===== config.mk =====
export PLATFORM = sky130hd
export DESIGN_NAME = charge_mode_power_key_sequencer
export DESIGN_NICKNAME = d
export VERILOG_FILES = /design/src/rtl/cmpk_pkg.sv /design/src/rtl/cmpk_csr.sv /design/src/rtl/cmpk_core.sv /design/src/rtl/charge_mode_power_key_sequencer.sv
export VERILOG_INCLUDE_DIRS = /design/src /design/src/rtl
export SDC_FILE = /design/constraint.sdc
export NUM_CORES = 1
export LEC_CHECK = 0
export ABC_AREA = 1
export BUFFER_PORTS_ARGS = -buffer_cell sky130_fd_sc_hd__buf_2
export CAP_MARGIN = 5
export CORE_UTILIZATION = 32
export DETAILED_ROUTE_END_ITERATION = 10
export PLACE_DENSITY_LB_ADDON = 0.05
export SETUP_SLACK_MARGIN = 0.05
export SLEW_MARGIN = 20
export SYNTH_ARGS = -nofsm -noshare
export SYNTH_HDL_FRONTEND = slang
export SYNTH_HIERARCHICAL = 1
export SYNTH_SLANG_ARGS = --single-unit

===== constraint.sdc =====
create_clock -name clock -period 4.1 [get_ports clock]
set_input_delay 0.615 -clock clock [delete_from_list [all_inputs] [get_ports clock]]
set_output_delay 0.615 -clock clock [all_outputs]
set_load 0.02 [all_outputs]

===== src/rtl/assert_macros.svh =====
// assertion macros shared by cmpk_core and the top level
// no dependencies; define ASSERT_OFF to compile the checks away
`ifndef ASSERT_MACROS_SVH
`define ASSERT_MACROS_SVH

`ifndef ASSERT_OFF

// same-cycle implication
`define ASSERT_IMPLIES(label, clk, rst, cond, expr) \
   label: assert property (@(posedge clk) disable iff (rst) (cond) |-> (expr)) \
      else $error("assertion failed");

// next-cycle implication
`define ASSERT_NEXT(label, clk, rst, cond, expr) \
   label: assert property (@(posedge clk) disable iff (rst) (cond) |=> (expr)) \
      else $error("assertion failed");

`else

`define ASSERT_IMPLIES(label, clk, rst, cond, expr)
`define ASSERT_NEXT(label, clk, rst, cond, expr)

`endif

`endif


===== src/rtl/cmpk_pkg.sv =====
// types and constants for the charge mode power key sequencer
// no dependencies
`timescale 1ns / 1ps

package cmpk_pkg;

   // opcodes
   localparam logic OP_KEY   = 1'b0;
   localparam logic OP_CHECK = 1'b1;

   // actions
   localparam logic [1:0] ACTION_NONE = 2'd0;
   localparam logic [1:0] ACTION_BOOT = 2'd1;
   localparam logic [1:0] ACTION_OFF  = 2'd2;

   // input event and key codes
   localparam logic [4:0] EVENT_KEY   = 5'd1;
   localparam logic [9:0] KEY_PWR     = 10'd116;
   localparam logic [9:0] KEY_VOLUP   = 10'd115;
   localparam logic [9:0] KEY_VOLDN   = 10'd114;
   localparam logic [1:0] KVAL_RELEASE = 2'd0;
   localparam logic [1:0] KVAL_PRESS   = 2'd1;

   // supply status codes
   localparam logic [2:0] STATUS_CHARGING = 3'd1;
   localparam logic [2:0] STATUS_FULL     = 3'd2;

   localparam logic [7:0] FULL_PERCENT = 8'd100;

   // register indexes
   localparam int unsigned CSR_INDEX_W = 4;
   localparam int unsigned CSR_DATA_W  = 32;
   localparam logic [CSR_INDEX_W-1:0] CSR_HOLD_TIME   = 4'd0;
   localparam logic [CSR_INDEX_W-1:0] CSR_SCREEN_TIME = 4'd1;
   localparam logic [CSR_INDEX_W-1:0] CSR_UNPLUG_TIME = 4'd2;
   localparam logic [CSR_INDEX_W-1:0] CSR_MIN_PERCENT = 4'd3;

   // register reset values
   localparam logic [15:0] RST_HOLD_TIME   = 16'd1500;
   localparam logic [21:0] RST_SCREEN_TIME = 22'd30000;
   localparam logic [15:0] RST_UNPLUG_TIME = 16'd6000;
   localparam logic [6:0]  RST_MIN_PERCENT = 7'd3;

   typedef struct packed {
      logic        opcode;
      logic [31:0] time_ms;
      logic [4:0]  event_type;
      logic [9:0]  key_code;
      logic [1:0]  key_value;
      logic [7:0]  battery_percent;
      logic [2:0]  supply_status;
      logic        charger_present;
   } req_type;

   typedef struct packed {
      logic [1:0] action;
      logic       screen_lit;
      logic       panel_switch;
      logic       redraw;
      logic [7:0] gauge_percent;
      logic       show_full;
      logic       show_charging;
   } rsp_type;

   typedef struct packed {
      logic [15:0] hold_time_ms;
      logic [21:0] screen_timeout_ms;
      logic [15:0] unplug_timeout_ms;
      logic [6:0]  min_boot_percent;
   } cfg_type;

endpackage


===== src/rtl/cmpk_csr.sv =====
// configuration registers of the sequencer
// depends on cmpk_pkg
`timescale 1ns / 1ps

module cmpk_csr
   import cmpk_pkg::*;
(
   input  logic                   clock,
   input  logic                   reset,
   input  logic                   csr_valid,
   output logic                   csr_ready,
   input  logic [CSR_INDEX_W-1:0] csr_index,
   input  logic [CSR_DATA_W-1:0]  csr_wdata,
   output cfg_type                cfg
);

   cfg_type cfg_ff, cfg_in;

   // writes are always accepted
   assign csr_ready = 1'b1;

   // register select
   always_comb begin
      cfg_in = cfg_ff;
      if (csr_valid) begin
         case (csr_index)
            CSR_HOLD_TIME:   cfg_in.hold_time_ms      = csr_wdata[15:0];
            CSR_SCREEN_TIME: cfg_in.screen_timeout_ms = csr_wdata[21:0];
            CSR_UNPLUG_TIME: cfg_in.unplug_timeout_ms = csr_wdata[15:0];
            CSR_MIN_PERCENT: cfg_in.min_boot_percent  = csr_wdata[6:0];
            default:         cfg_in = cfg_ff;
         endcase
      end
   end

   always_ff @(posedge clock) begin
      if (reset) begin
         cfg_ff.hold_time_ms      <= RST_HOLD_TIME;
         cfg_ff.screen_timeout_ms <= RST_SCREEN_TIME;
         cfg_ff.unplug_timeout_ms <= RST_UNPLUG_TIME;
         cfg_ff.min_boot_percent  <= RST_MIN_PERCENT;
      end else begin
         cfg_ff <= cfg_in;
      end
   end

   assign cfg = cfg_ff;

endmodule


===== src/rtl/cmpk_core.sv =====
// sequencer state and the per-item decision logic
// depends on cmpk_pkg and assert_macros.svh
`timescale 1ns / 1ps
`include "assert_macros.svh"

module cmpk_core
   import cmpk_pkg::*;
(
   input  logic    clock,
   input  logic    reset,
   input  cfg_type cfg,
   input  logic    fire,
   input  req_type req,
   output rsp_type rsp
);

   logic        halted_ff, halted_in;
   logic        lit_ff, lit_in;
   logic [31:0] last_key_time_ff, last_key_time_in;
   logic        press_pending_ff, press_pending_in;
   logic [31:0] press_time_ff, press_time_in;
   logic        unplug_pending_ff, unplug_pending_in;
   logic [31:0] unplug_time_ff, unplug_time_in;
   logic        shown_valid_ff, shown_valid_in;
   logic        shown_lit_ff, shown_lit_in;
   logic [7:0]  drawn_percent_ff, drawn_percent_in;
   logic        drawn_full_ff, drawn_full_in;
   logic [2:0]  drawn_status_ff, drawn_status_in;
   logic        drawn_valid_ff, drawn_valid_in;

   logic        known_key;
   logic        full;
   logic [31:0] unplug_base;
   logic        hold_done, unplug_done, screen_done;
   logic        lit_after;
   logic        changed;

   // elapsed-time compares, all modulo 2^32
   always_comb begin
      unplug_base = unplug_pending_ff ? unplug_time_ff : req.time_ms;
      hold_done   = (req.time_ms - press_time_ff) >= {16'd0, cfg.hold_time_ms};
      unplug_done = (req.time_ms - unplug_base) >= {16'd0, cfg.unplug_timeout_ms};
      screen_done = (req.time_ms - last_key_time_ff) >= {10'd0, cfg.screen_timeout_ms};
      full        = (req.battery_percent >= FULL_PERCENT) ||
                    (req.supply_status == STATUS_FULL);
      known_key   = (req.key_code == KEY_PWR) || (req.key_code == KEY_VOLUP) ||
                    (req.key_code == KEY_VOLDN);
      lit_after   = lit_ff & ~screen_done;
      changed     = ~shown_valid_ff | (lit_after != shown_lit_ff);
   end

   // next state and result
   always_comb begin
      halted_in         = halted_ff;
      lit_in            = lit_ff;
      last_key_time_in  = last_key_time_ff;
      press_pending_in  = press_pending_ff;
      press_time_in     = press_time_ff;
      unplug_pending_in = unplug_pending_ff;
      unplug_time_in    = unplug_time_ff;
      shown_valid_in    = shown_valid_ff;
      shown_lit_in      = shown_lit_ff;
      drawn_percent_in  = drawn_percent_ff;
      drawn_full_in     = drawn_full_ff;
      drawn_status_in   = drawn_status_ff;
      drawn_valid_in    = drawn_valid_ff;
      rsp               = '0;
      rsp.action        = ACTION_NONE;

      if (!halted_ff) begin
         if (req.opcode == OP_KEY) begin
            // key event
            if (req.event_type == EVENT_KEY && known_key) begin
               if (req.key_value == KVAL_PRESS) begin
                  last_key_time_in = req.time_ms;
                  lit_in           = 1'b1;
                  if (req.key_code == KEY_PWR) begin
                     press_pending_in = 1'b1;
                     press_time_in    = req.time_ms;
                  end
               end else if (req.key_value == KVAL_RELEASE &&
                            req.key_code == KEY_PWR) begin
                  press_pending_in = 1'b0;
                  last_key_time_in = req.time_ms;
               end
            end
         end else if (press_pending_ff && lit_ff && hold_done &&
                      req.battery_percent >= {1'b0, cfg.min_boot_percent}) begin
            // boot decision, panel forced on
            rsp.action       = ACTION_BOOT;
            rsp.panel_switch = 1'b1;
            lit_in           = 1'b1;
            halted_in        = 1'b1;
         end else begin
            // charger absence tracking
            if (!req.charger_present) begin
               unplug_pending_in = 1'b1;
               unplug_time_in    = unplug_base;
            end else begin
               unplug_pending_in = 1'b0;
            end
            if (!req.charger_present && unplug_done) begin
               rsp.action = ACTION_OFF;
               halted_in  = 1'b1;
            end else begin
               // screen timeout, redraw and panel switch
               lit_in = lit_after;
               if (lit_after && (changed || !drawn_valid_ff ||
                                 req.battery_percent != drawn_percent_ff ||
                                 full != drawn_full_ff ||
                                 req.supply_status != drawn_status_ff)) begin
                  rsp.redraw        = 1'b1;
                  rsp.gauge_percent = req.battery_percent;
                  rsp.show_full     = full;
                  rsp.show_charging = (req.supply_status == STATUS_CHARGING);
                  drawn_percent_in  = req.battery_percent;
                  drawn_full_in     = full;
                  drawn_status_in   = req.supply_status;
                  drawn_valid_in    = 1'b1;
               end
               if (changed) begin
                  rsp.panel_switch = 1'b1;
                  shown_lit_in     = lit_after;
                  shown_valid_in   = 1'b1;
               end
            end
         end
      end
      rsp.screen_lit = lit_in;
   end

   // control state
   always_ff @(posedge clock) begin
      if (reset) begin
         halted_ff         <= 1'b0;
         lit_ff            <= 1'b1;
         press_pending_ff  <= 1'b0;
         unplug_pending_ff <= 1'b0;
         shown_valid_ff    <= 1'b0;
         shown_lit_ff      <= 1'b0;
         drawn_valid_ff    <= 1'b0;
         last_key_time_ff  <= '0;
         press_time_ff     <= '0;
         unplug_time_ff    <= '0;
         drawn_percent_ff  <= '0;
         drawn_full_ff     <= 1'b0;
         drawn_status_ff   <= '0;
      end else if (fire) begin
         halted_ff         <= halted_in;
         lit_ff            <= lit_in;
         press_pending_ff  <= press_pending_in;
         unplug_pending_ff <= unplug_pending_in;
         shown_valid_ff    <= shown_valid_in;
         shown_lit_ff      <= shown_lit_in;
         drawn_valid_ff    <= drawn_valid_in;
         last_key_time_ff  <= last_key_time_in;
         press_time_ff     <= press_time_in;
         unplug_time_ff    <= unplug_time_in;
         drawn_percent_ff  <= drawn_percent_in;
         drawn_full_ff     <= drawn_full_in;
         drawn_status_ff   <= drawn_status_in;
      end
   end

   // checks
   `ASSERT_IMPLIES(a_halted_quiet, clock, reset, fire && halted_ff,
                   rsp.action == ACTION_NONE && !rsp.panel_switch && !rsp.redraw)
   `ASSERT_NEXT(a_action_halts, clock, reset, fire && rsp.action != ACTION_NONE,
                halted_ff)
   `ASSERT_IMPLIES(a_boot_lit, clock, reset, fire && rsp.action == ACTION_BOOT,
                   rsp.screen_lit && rsp.panel_switch && !rsp.redraw)
   `ASSERT_IMPLIES(a_redraw_lit, clock, reset, fire && rsp.redraw, rsp.screen_lit)

endmodule


===== src/rtl/charge_mode_power_key_sequencer.sv =====
// top level of the charge mode power key sequencer
// depends on cmpk_pkg, cmpk_csr, cmpk_core and assert_macros.svh
//
// usage:
//   req_ carries key events and periodic checks (req_data), one transfer
//   when req_valid is high and req_stall is low. rsp_ returns exactly one
//   result per item, in order, under the same valid/stall rule.
//   csr_ writes a configuration register by index; csr_ready is always high.
//   Registers are to be written only while no item is in flight; not enforced.
// flow:
//   an item lands in the input register, is decided by the core
//   compare/update logic once the output stage is free and is written to
//   the result register. One item per cycle is sustained while rsp_stall
//   stays low.
// reset:
//   synchronous, active high; both stages empty, configuration back to its
//   defaults, screen lit, nothing pending, not halted.
// stall:
//   a stalled result holds in the result register; the input register still
//   takes one more item, and req_stall rises only when both stages are full.
`timescale 1ns / 1ps
`include "assert_macros.svh"

module charge_mode_power_key_sequencer
   import cmpk_pkg::*;
(
   input  logic                   clock,
   input  logic                   reset,
   input  logic                   req_valid,
   output logic                   req_stall,
   input  req_type                req_data,
   output logic                   rsp_valid,
   input  logic                   rsp_stall,
   output rsp_type                rsp_data,
   input  logic                   csr_valid,
   output logic                   csr_ready,
   input  logic [CSR_INDEX_W-1:0] csr_index,
   input  logic [CSR_DATA_W-1:0]  csr_wdata
);

   cfg_type cfg;
   req_type in_data_ff;
   logic    in_valid_ff, in_valid_in;
   rsp_type out_data_ff;
   logic    out_valid_ff, out_valid_in;
   rsp_type core_rsp;
   logic    out_free;
   logic    fire;
   logic    req_take;

   cmpk_csr u_csr (
      .clock     (clock),
      .reset     (reset),
      .csr_valid (csr_valid),
      .csr_ready (csr_ready),
      .csr_index (csr_index),
      .csr_wdata (csr_wdata),
      .cfg       (cfg)
   );

   cmpk_core u_core (
      .clock (clock),
      .reset (reset),
      .cfg   (cfg),
      .fire  (fire),
      .req   (in_data_ff),
      .rsp   (core_rsp)
   );

   // stage handshake
   assign out_free  = ~out_valid_ff | ~rsp_stall;
   assign fire      = in_valid_ff & out_free;
   assign req_stall = in_valid_ff & ~out_free;
   assign req_take  = req_valid & ~req_stall;

   assign in_valid_in  = req_take | (in_valid_ff & ~fire);
   assign out_valid_in = fire | (out_valid_ff & rsp_stall);

   // valid bits
   always_ff @(posedge clock) begin
      if (reset) begin
         in_valid_ff  <= 1'b0;
         out_valid_ff <= 1'b0;
      end else begin
         in_valid_ff  <= in_valid_in;
         out_valid_ff <= out_valid_in;
      end
   end

   // payload registers
   always_ff @(posedge clock) begin
      if (req_take) begin
         in_data_ff <= req_data;
      end
      if (fire) begin
         out_data_ff <= core_rsp;
      end
   end

   assign rsp_valid = out_valid_ff;
   assign rsp_data  = out_data_ff;

   // checks
   `ASSERT_NEXT(a_held_item_stays, clock, reset, in_valid_ff && !out_free, in_valid_ff)
   `ASSERT_NEXT(a_fire_fills_output, clock, reset, fire, out_valid_ff)
   `ASSERT_IMPLIES(a_stall_only_full, clock, reset, req_stall,
                   in_valid_ff && out_valid_ff)

endmodule

==> impl_metrics.tcl <==
set metrics [dict create \
    slowest_delay_ps 430 \
    vias 19600 \
    status "finished clean" \
    pwr_density_cell_nw_per_um2 315 \
    hold_class "in2reg" \
    initial_core_util_pct 32.3 \
    worstSetupPathType "reg2reg" \
    regToRegSetupSlack_ps 10 \
    rsz0062_at_grt "yes" \
    switching_share_pct 31.9 \
    yosysSeqAreaShare_pct 30.2 \
    postSynthAreaPerCell_um2 6.39 \
    worst_slew_pin_slew_ps 1090 \
    regToRegEndpoint "u_core/drawn_percent_ff[7]" \
    cts_sinks 255 \
    finalSetupTns_ps 0 \
    ant_nets 0 \
    fin_nets 3638 \
    synth.net_count 3303 \
    crit_fanout 6 \
    finalCritPeriodShare_pct 99.7 \
    num-fill-cells 6281 \
    hold_viol 0 \
    pre_cts_slack_ps -180 \
    skew_ps 39.0 \
    end_kind "register" \
    critPathTopFamily "simple AND/OR/NAND/NOR gates" \
    drive_gt1_share_pct 22.4 \
    die_width_um 249 \
    fin_ws_ps 14.0 \
    antenna_found_initial 0 \
    p_sw_mw 2.56 \
    htreeDepth 2 \
    startpoint_type "register" \
    io_buffers 109 \
    die-area_um2 61800 \
    synth_ff_type "dfxtp_1" \
    grt_max_degree 66 \
    gp_congestion 0.935 \
    vdd_drop_max_v 0.000237 \
    cpMaxStageDelayCell "dfxtp_4" \
    drc 0 \
    place_inst 4073 \
    maxCapViolCount 0 \
    p_leak_nw 12.8 \
    crit_top_cell "nand2_2" \
    numCtsBuffers 34 \
    die_h_um 249 \
    overflow 0 \
    synth-edff-count 77 \
    path_clk_slew_ps 60 \
    hpwl_mm 53.7 \
    cp.required_ps 4530 \
    pwr-share-seq_pct 34.1 \
    async_flop_share_pct 0 \
    syn_area_um2 19500 \
    clock_latency_ps 560 \
    min_to "in_data_ff[32]" \
    syn_to_final_growth_pct 31.1 \
    vias_per_cell 4.70 \
    whs_path_depth 1 \
    cts_tree "built" \
    wl_per_cell_um 16.7 \
    pin_count 121 \
    r2r_start "u_core/unplug_pending_ff" \
    drt_wl_total_mm 69.8 \
    track_usage_pct 21.7 \
    p_comb_share_pct 27.0 \
    yosys_warnings 6 \
    dr.pass1.iters 5 \
    ys_types 49 \
    finalPower_mw 8.03 \
    instances_no_fill 4185 \
    cp.arrival_ps 4520 \
    drt_iter0_drc 999 \
    layout_common_cells "800 x nand2_1, 661 x inv_1, 240 x nor2_1" \
    period_needed_ps 4090 \
    postSynthCellCount 3043 \
    worstHoldStart "req_data[32]" \
    final_common_cell "nand2_1" \
    synth-seq-cells 255 \
    internal_power_mw 5.46 \
    max_freq_mhz 245 \
    diodes 0 \
    final_core_util_pct 42.3 \
    path_buf_inv 4 \
    slew_headroom_pct 27.1 \
    r2r_cells 26 \
    rows 90 \
    coreArea_um2 60200 \
    cts_buffer_depth 3 \
    cts_root_buf "clkbuf_16" \
    cts_hold_buf 0 \
    clock_power_share_pct 38.8 \
    grt_pass1_vias 19000 \
    finalMaxSlewViolations 0 \
    setup_viol_count_final 0 \
    grt_pass1_wl_mm 104 \
]
-- worst max path at each step --
stage,startpoint,cells after the start,end
after global placement,in_data_ff[36],23,u_core/drawn_percent_ff[0]
final,u_core/unplug_pending_ff,26,u_core/drawn_percent_ff[7]
after CTS,in_data_ff[38],24,u_core/drawn_percent_ff[2]
after floorplan,u_core/unplug_pending_ff,26,u_core/drawn_percent_ff[0]
after detailed placement,in_data_ff[36],21,rsp_data[1]
after global routing,u_core/unplug_pending_ff,26,u_core/drawn_percent_ff[7]
-- cell usage after synthesis, drive strengths merged (4+ instances only) --
cell	number	area (um^2)
a21o	6	45.0
a21oi	152	768
a31oi	6	37.5
and2	9	56.3
buf	32	244
clkbuf	39	146
clkinv	4	15.0
dfxtp	178	3560
edfxtp	77	2310
ha	154	1930
inv	686	2570
nand2	914	3520
nand3	121	661
nand3b	6	45.0
nand4	97	619
nor2	291	1180
nor3	24	135
nor4	4	25.0
o21a	6	45.0
o21ai	148	741
o21bai	7	52.6
xnor2	8	70.1
xor2	51	447
-- final cells by class --
| type | count | area [um^2] | area share [%] |
|---|---|---|---|
| Inverter | 690 | 2600 | 10.2 |
| Tap cell | 782 | 978 | 3.84 |
| Clock buffer | 40 | 936 | 3.67 |
| Multi-Input combinational cell | 2027 | 12000 | 47.2 |
| Timing Repair Buffer | 370 | 2850 | 11.2 |
| Clock inverter | 21 | 230 | 0.902 |
| Sequential cell | 255 | 5880 | 23.0 |
-- per-stage QoR --
step | area, um^2 | hold WS, ps
floorplan | 19500 | 429
global placement | 22300 | 445
finish | 25500 | 238
detailed placement | 22300 | 444
CTS | 23900 | 201
global route | 25500 | 213
-- power groups by stage --
| stage | clock network, mW | logic (mW) | registers [mW] |
|---|---|---|---|
| 6_report | 3.12 | 2.17 | 2.74 |
| 5_1_grt | 3.32 | 2.42 | 2.75 |
| 4_1_cts | 3.23 | 1.92 | 2.74 |
| 3_5_place_dp | 0 | 1.86 | 2.79 |
| 3_3_place_gp | 0 | 1.84 | 2.79 |
| 2_1_floorplan | 0 | 1.11 | 2.78 |
-- cells by family (layout without fill, tap and decap cells) --
group,count (synthesis),in the layout,synth area share (%)
buffers and inverters,761,1121,15.3
adders and majority gates,157,157,10.2
DFF,255,255,30.2
other,1,1,0.0193
and+or+nand+nor,1470,1470,32.3
AOI/OAI and AO/OA,340,340,9.33
xor gates and xnor gates,59,59,2.66
-- state kept, by name (all words and copies together) (netlist names) --
signal,flops
in_data_ff,62
u_csr/cfg,61
u_core/last_key_time_ff,32
u_core/press_time_ff,32
u_core/unplug_time_ff,32
rsp_data,15
u_core/drawn_percent_ff,8
u_core/drawn_status_ff,3
in_valid_ff,1
rsp_valid,1
u_core/drawn_full_ff,1
u_core/drawn_valid_ff,1
u_core/halted_ff,1
u_core/lit_ff,1
u_core/press_pending_ff,1
u_core/shown_lit_ff,1
u_core/shown_valid_ff,1
u_core/unplug_pending_ff,1
-- metal layers --
metal	global-route usage, %	up-vias	wire length (um)
met3	2.32	96	2440
li1	-	10100	-
met2	36.7	353	32900
met5	0	-	0
met1	28.7	9108	32400
met4	7.19	0	2160
-- what timing repair did --
| action | in CTS | in global routing |
|---|---|---|
| pin swaps | 10 | 78 |
| resized for setup | 63 | 280 |
| gates cloned | 2 | 9 |
| endpoints found under the setup margin | 63 | 64 |
| buffers inserted | 9 | 35 |
Note: power is estimated with default switching activity, not from simulation.
